`src/rtl/core/ffa_pkg.sv`:
```
package ffa_pkg;

    // Command codes on the request channel
    localparam logic [1:0] CMD_ALLOC  = 2'd0;
    localparam logic [1:0] CMD_FREE   = 2'd1;
    localparam logic [1:0] CMD_STATUS = 2'd2;

    // Result status codes
    localparam logic [1:0] ST_OK      = 2'd0;
    localparam logic [1:0] ST_BAD_REQ = 2'd1;
    localparam logic [1:0] ST_NO_FIT  = 2'd2;
    localparam logic [1:0] ST_NO_BLK  = 2'd3;

    // Owner codes
    localparam logic [7:0] OWN_FREE   = 8'd0;
    localparam logic [7:0] OWN_KERNEL = 8'd1;

    // Beat widths
    localparam int S_DATA_W = 80;
    localparam int M_DATA_W = 176;

    // One entry of the block table
    typedef struct packed {
        logic [31:0] start;
        logic [31:0] size;
        logic [7:0]  owner;
    } blk_entry_t;

endpackage

```
`src/rtl/core/ffa_tbl_mem.sv`:
```
module ffa_tbl_mem #(
    parameter int DEPTH = 64,
    parameter int AW    = 6
) (
    input  logic                   aclk,
    input  logic                   rd_en,
    input  logic [AW-1:0]          rd_addr,
    output ffa_pkg::blk_entry_t    rd_data,
    input  logic                   wr_en,
    input  logic [AW-1:0]          wr_addr,
    input  ffa_pkg::blk_entry_t    wr_data
);

    ffa_pkg::blk_entry_t mem [DEPTH];

    // Write port
    always_ff @(posedge aclk) begin
        if (wr_en) begin
            mem[wr_addr] <= wr_data;
        end
    end

    // Registered read port
    always_ff @(posedge aclk) begin
        if (rd_en) begin
            rd_data <= mem[rd_addr];
        end
    end

endmodule

```
`config.mk`:
```
export PLATFORM = sky130hd
export DESIGN_NAME = ffa_tbl_mem
export DESIGN_NICKNAME = d
export VERILOG_FILES = /design/src/rtl/core/ffa_pkg.sv /design/src/rtl/core/ffa_tbl_mem.sv
export SDC_FILE = /design/constraint.sdc
export NUM_CORES = 2
export LEC_CHECK = 0
export BUFFER_PORTS_ARGS = -buffer_cell sky130_fd_sc_hd__buf_4
export CAP_MARGIN = 20
export CORE_MARGIN = 2
export CORE_UTILIZATION = 40
export DETAILED_ROUTE_END_ITERATION = 7
export PLACE_DENSITY = 0.59
export SLEW_MARGIN = 0
export SYNTH_ARGS = -nofsm -noshare
export SYNTH_HDL_FRONTEND = slang
export SYNTH_MEMORY_MAX_BITS = 65536
export SYNTH_SLANG_ARGS = --single-unit
export TNS_END_PERCENT = 10
```
`constraint.sdc`:
```
create_clock -name aclk -period 20.2 [get_ports aclk]
set_input_delay 2.02 -clock aclk [delete_from_list [all_inputs] [get_ports aclk]]
set_output_delay 2.02 -clock aclk [all_outputs]
set_load 0.05 [all_outputs]
```
==> impl_results.md <==
* Filler Cell Count at 36000
* Fraction of the mapped netlist area in compound gates at 0.0273
* Port Buffers at 158
* Clock transition time at the flip-flop clock pins of the worst setup and hold paths at 0.06 ns
* Switching power share of the total at 0.216
* Final Wtd Congestion at 0.763
* Maximum capacitance violations at 0
* Post-route setup TNS at 0 ns
* Setup repair after global routing missed its margin: no
* Hold Crit Depth at 4
* Leading cell type in the layout, fill and taps excluded: sky130_fd_sc_hd__edfxtp_1
* Number of cell rows at 243
* Remaining antenna violation count at 0
* Initial cell density of the core at 0.402
* Most numerous cell on the critical path: sky130_fd_sc_hd__buf_4
* Number of nets in the finished design at 7820
* Clock latency of the later-clocked register in the worst-skew pair at 1.00 ns
* Post-synthesis share of cell area spent on and, or, nand and nor gates at 0.00878
* Via count of the first global-routing pass at 85800
* Synthesis-to-layout area growth at 13.2%
* Kind of launch point of the worst setup path: primary input
* Worst hold start: mem[7][28]
* Max stage delay on crit path at 0.84 ns
* Adder-cell area share of the yosys netlist at 0
* Total grt overflow at 0
* Clock tree from TritonCTS: yes
* Worst r2r dst: rd_data[1]
* Maximum number of pins on one net before global-route repair at 139
* First-pass detailed-route iteration total at 6
* Drt initial violations at 14000
* Critical path origin: rd_addr[0]
* Final setup fails at 0
* Time the worst path needs with I/O delays and setup at 6.41 ns
* Worst Hold Class: flop to flop
* Wire length of the first global-routing pass at 737 mm
* Part of the total power dissipated in the clock network at 0.411
* Worst Hold Path EP: rd_data[28]
* Internal reg-to-reg setup slack at 18.02 ns
* Launch point of the worst reg-to-reg path: mem[27][1]
* Area of the die at 445000 µm²
* Routed wire length per instance at 39.1 µm
* Fraction of final layout cells sized beyond drive strength 1 at 0.277
* TritonCTS Buffers at 455
* Vias per Instance at 6.28
* Total routing usage reported by global routing at 0.242
* Final cell count without fillers at 14000
* Cells along the critical path: buf_16, buf_4, buf_4, buf_4, buf_4, mux4_2, o22ai_1, a211oi_1, o211a_1
* Final core utilization at 0.455
* Share of the synthesized netlist area taken by xor and xnor gates at 0
* Number of placed I/O pins at 159
* Mean Syn Cell Area at 24.1 µm²
* Post-detailed-placement half-perimeter wirelength at 272 mm
* Post CTS Setup Buffer Count at 0
* Cell leakage power at 61.0 nW
* Worst setup skew after layout at 0.0435 ns
* Outcome: finished, final reports clean
* Crit Path Class: primary input to flop
* Post-placement cell count at 13200
* Seq pwr share at 0.540
* IR Drop Worst-Case VDD at 81.5 µV
* Die boundary height at 667 µm
* Actual transition at the worst max-transition pin at 1.30 ns
* Switching power of the nets at 4.32 mW
* Combined area of the multi-input logic cells at 34000 µm²
* Yosys synthesis warning count at 0
* DRC violation count after routing at 0
* Critical Path Fanout Max at 93
* Final WL at 548 mm
* Total nets after synthesis at 7392
* Total internal power at 15.7 mW
* Slowest stage cell, crit path: sky130_fd_sc_hd__buf_4
* Sequential cell area fraction in the yosys report at 0.799
* Sequential Area at 141000 µm²
* Core Region at 438000 µm²
* Number of distinct library cells after synthesis at 26
* Setup slack of the critical path after layout at 13.79 ns
* Power density relative to cell area at 100 nW/µm²
* Achievable frequency at 156 MHz
* Initial antenna violation count at 46
* Vias at 87900
* Area of the mapped netlist at 176000 µm²
* Buffers from clock root to sink, at most at 4
* Worst setup slack after placement at 12.44 ns
* Main combinational cell family by area after synthesis: multiplexers
* Number of max-slew violations in the final report at 0
* Required time of the worst setup path at 20.92 ns
* Root buffer cell: sky130_fd_sc_hd__clkbuf_16
* Post-route clock period utilization at 0.317
* Part of the power in combinational logic at 0.049
* Critical Path AT at 7.13 ns
* Worst Reg2Reg Path Length in Cells at 4
* Most frequent cells in the layout: sky130_fd_sc_hd__edfxtp_1, sky130_fd_sc_hd__mux4_2, sky130_fd_sc_hd__clkbuf_16, sky130_fd_sc_hd__buf_4, sky130_fd_sc_hd__a22oi_1
* Number of register bits inferred by synthesis at 4680
* Relative slew margins at 0.131
* Instance count of the mapped netlist at 7305
* Critical path endpoint category: flop
* Post-cts gate resize count at 0
* Hold Fails Final Rpt at 0
* Number of buffers added to fix hold violations after cts at 0
* Total number of clock tree sinks at 4680
* Portion of netlist area occupied by mux cells at 0.154
* Width of the die at 667 µm
* CTS H-tree depth at 5
-- final cells by class --
type / count / share of cell area
clock inverter: 268 / 0.0116
multi-input combinational: 2207 / 0.170
antenna: 14 / 0.000176
clock buffer: 555 / 0.0598
tap: 5880 / 0.0369
timing repair buffer: 389 / 0.0157
sequential: 4680 / 0.705
-- power by group through the flow --
stage               Clock [mW]  Sequential (mW)  Combinational, mW
floorplan                    0             11.1              0.495
global placement             0             11.0              0.958
detailed placement           0             11.0              0.974
CTS                       8.32             10.8              0.976
global route              8.68             10.8               1.02
finish                    8.24             10.8              0.974
-- synth_stat cells --
library cell,number,area share
sky130_fd_sc_hd__or3_1,3,0.00011
sky130_fd_sc_hd__nand4_1,2,0.000071
sky130_fd_sc_hd__mux2i_1,108,0.0061
sky130_fd_sc_hd__a22oi_1,288,0.012
sky130_fd_sc_hd__clkbuf_1,143,0.0031
sky130_fd_sc_hd__a211oi_1,72,0.0031
sky130_fd_sc_hd__buf_4,56,0.0024
sky130_fd_sc_hd__buf_1,27,0.00058
sky130_fd_sc_hd__o211a_1,72,0.0041
sky130_fd_sc_hd__nand3b_1,26,0.0011
sky130_fd_sc_hd__nand2b_1,9,0.00032
sky130_fd_sc_hd__nor2b_1,9,0.00032
sky130_fd_sc_hd__or2_2,2,0.000071
sky130_fd_sc_hd__o22ai_1,144,0.0051
sky130_fd_sc_hd__o221ai_1,54,0.0027
sky130_fd_sc_hd__buf_2,190,0.0054
sky130_fd_sc_hd__nor3_1,2,0.000057
sky130_fd_sc_hd__nor2_1,120,0.0026
sky130_fd_sc_hd__mux4_2,1152,0.15
sky130_fd_sc_hd__nand2_1,8,0.00017
sky130_fd_sc_hd__and2_1,3,0.00011
sky130_fd_sc_hd__nand4b_1,1,0.000050
sky130_fd_sc_hd__buf_6,2,0.00013
sky130_fd_sc_hd__edfxtp_1,4680,0.80
sky130_fd_sc_hd__or3b_2,4,0.00020
sky130_fd_sc_hd__nand3_1,128,0.0036
-- logic make-up (layout without fill, tap and decap cells) --
logic type / after synthesis / in the layout
buf+inv: 418 / 1212
flops: 4680 / 4680
mux: 1260 / 1260
other cells: 0 / 14
compound gates: 630 / 630
simple gates: 317 / 317
-- per-layer routing --
metal,GRT usage,vias up,part of all wire
li1,-,32800,-
met1,0.338,48700,0.38
met2,0.393,5523,0.48
met3,0.0430,925,0.10
met4,0.0723,22,0.032
met5,0,-,0.00025
-- state kept, by name (all words and copies together), names as in the netlist --
| name | count |
|---|---|
| rd_data | 72 |
| mem | 4608 |
-- critical path, delay by kind of cell --
| family | cells | cell delay, ns |
|---|---|---|
| AOI/OAI and AO/OA | 3 | 0.68 |
| muxes | 1 | 0.60 |
| buffers and inverters | 5 | 3.43 |
-- stage by stage --
stage | instance area, µm² | hold slack (ns) | power (mW)
final | 199000 | 0.910 | 20.0
after global routing | 199000 | 0.937 | 20.5
after CTS | 199000 | 0.903 | 20.1
after detailed placement | 185000 | 0.893 | 12.0
after global placement | 185000 | 0.891 | 12.0
after floorplan | 176000 | 0.856 | 11.5
-- worst max-delay path by stage --
stage,cells after the start,slack (ns),end
after floorplan,4,12.18,mem[48][0]
after global placement,9,12.42,rd_data[16]
after detailed placement,9,12.44,rd_data[13]
after CTS,9,13.51,rd_data[13]
after global routing,9,13.29,rd_data[42]
final,9,13.79,rd_data[42]
(Power assumes the default switching activity.)
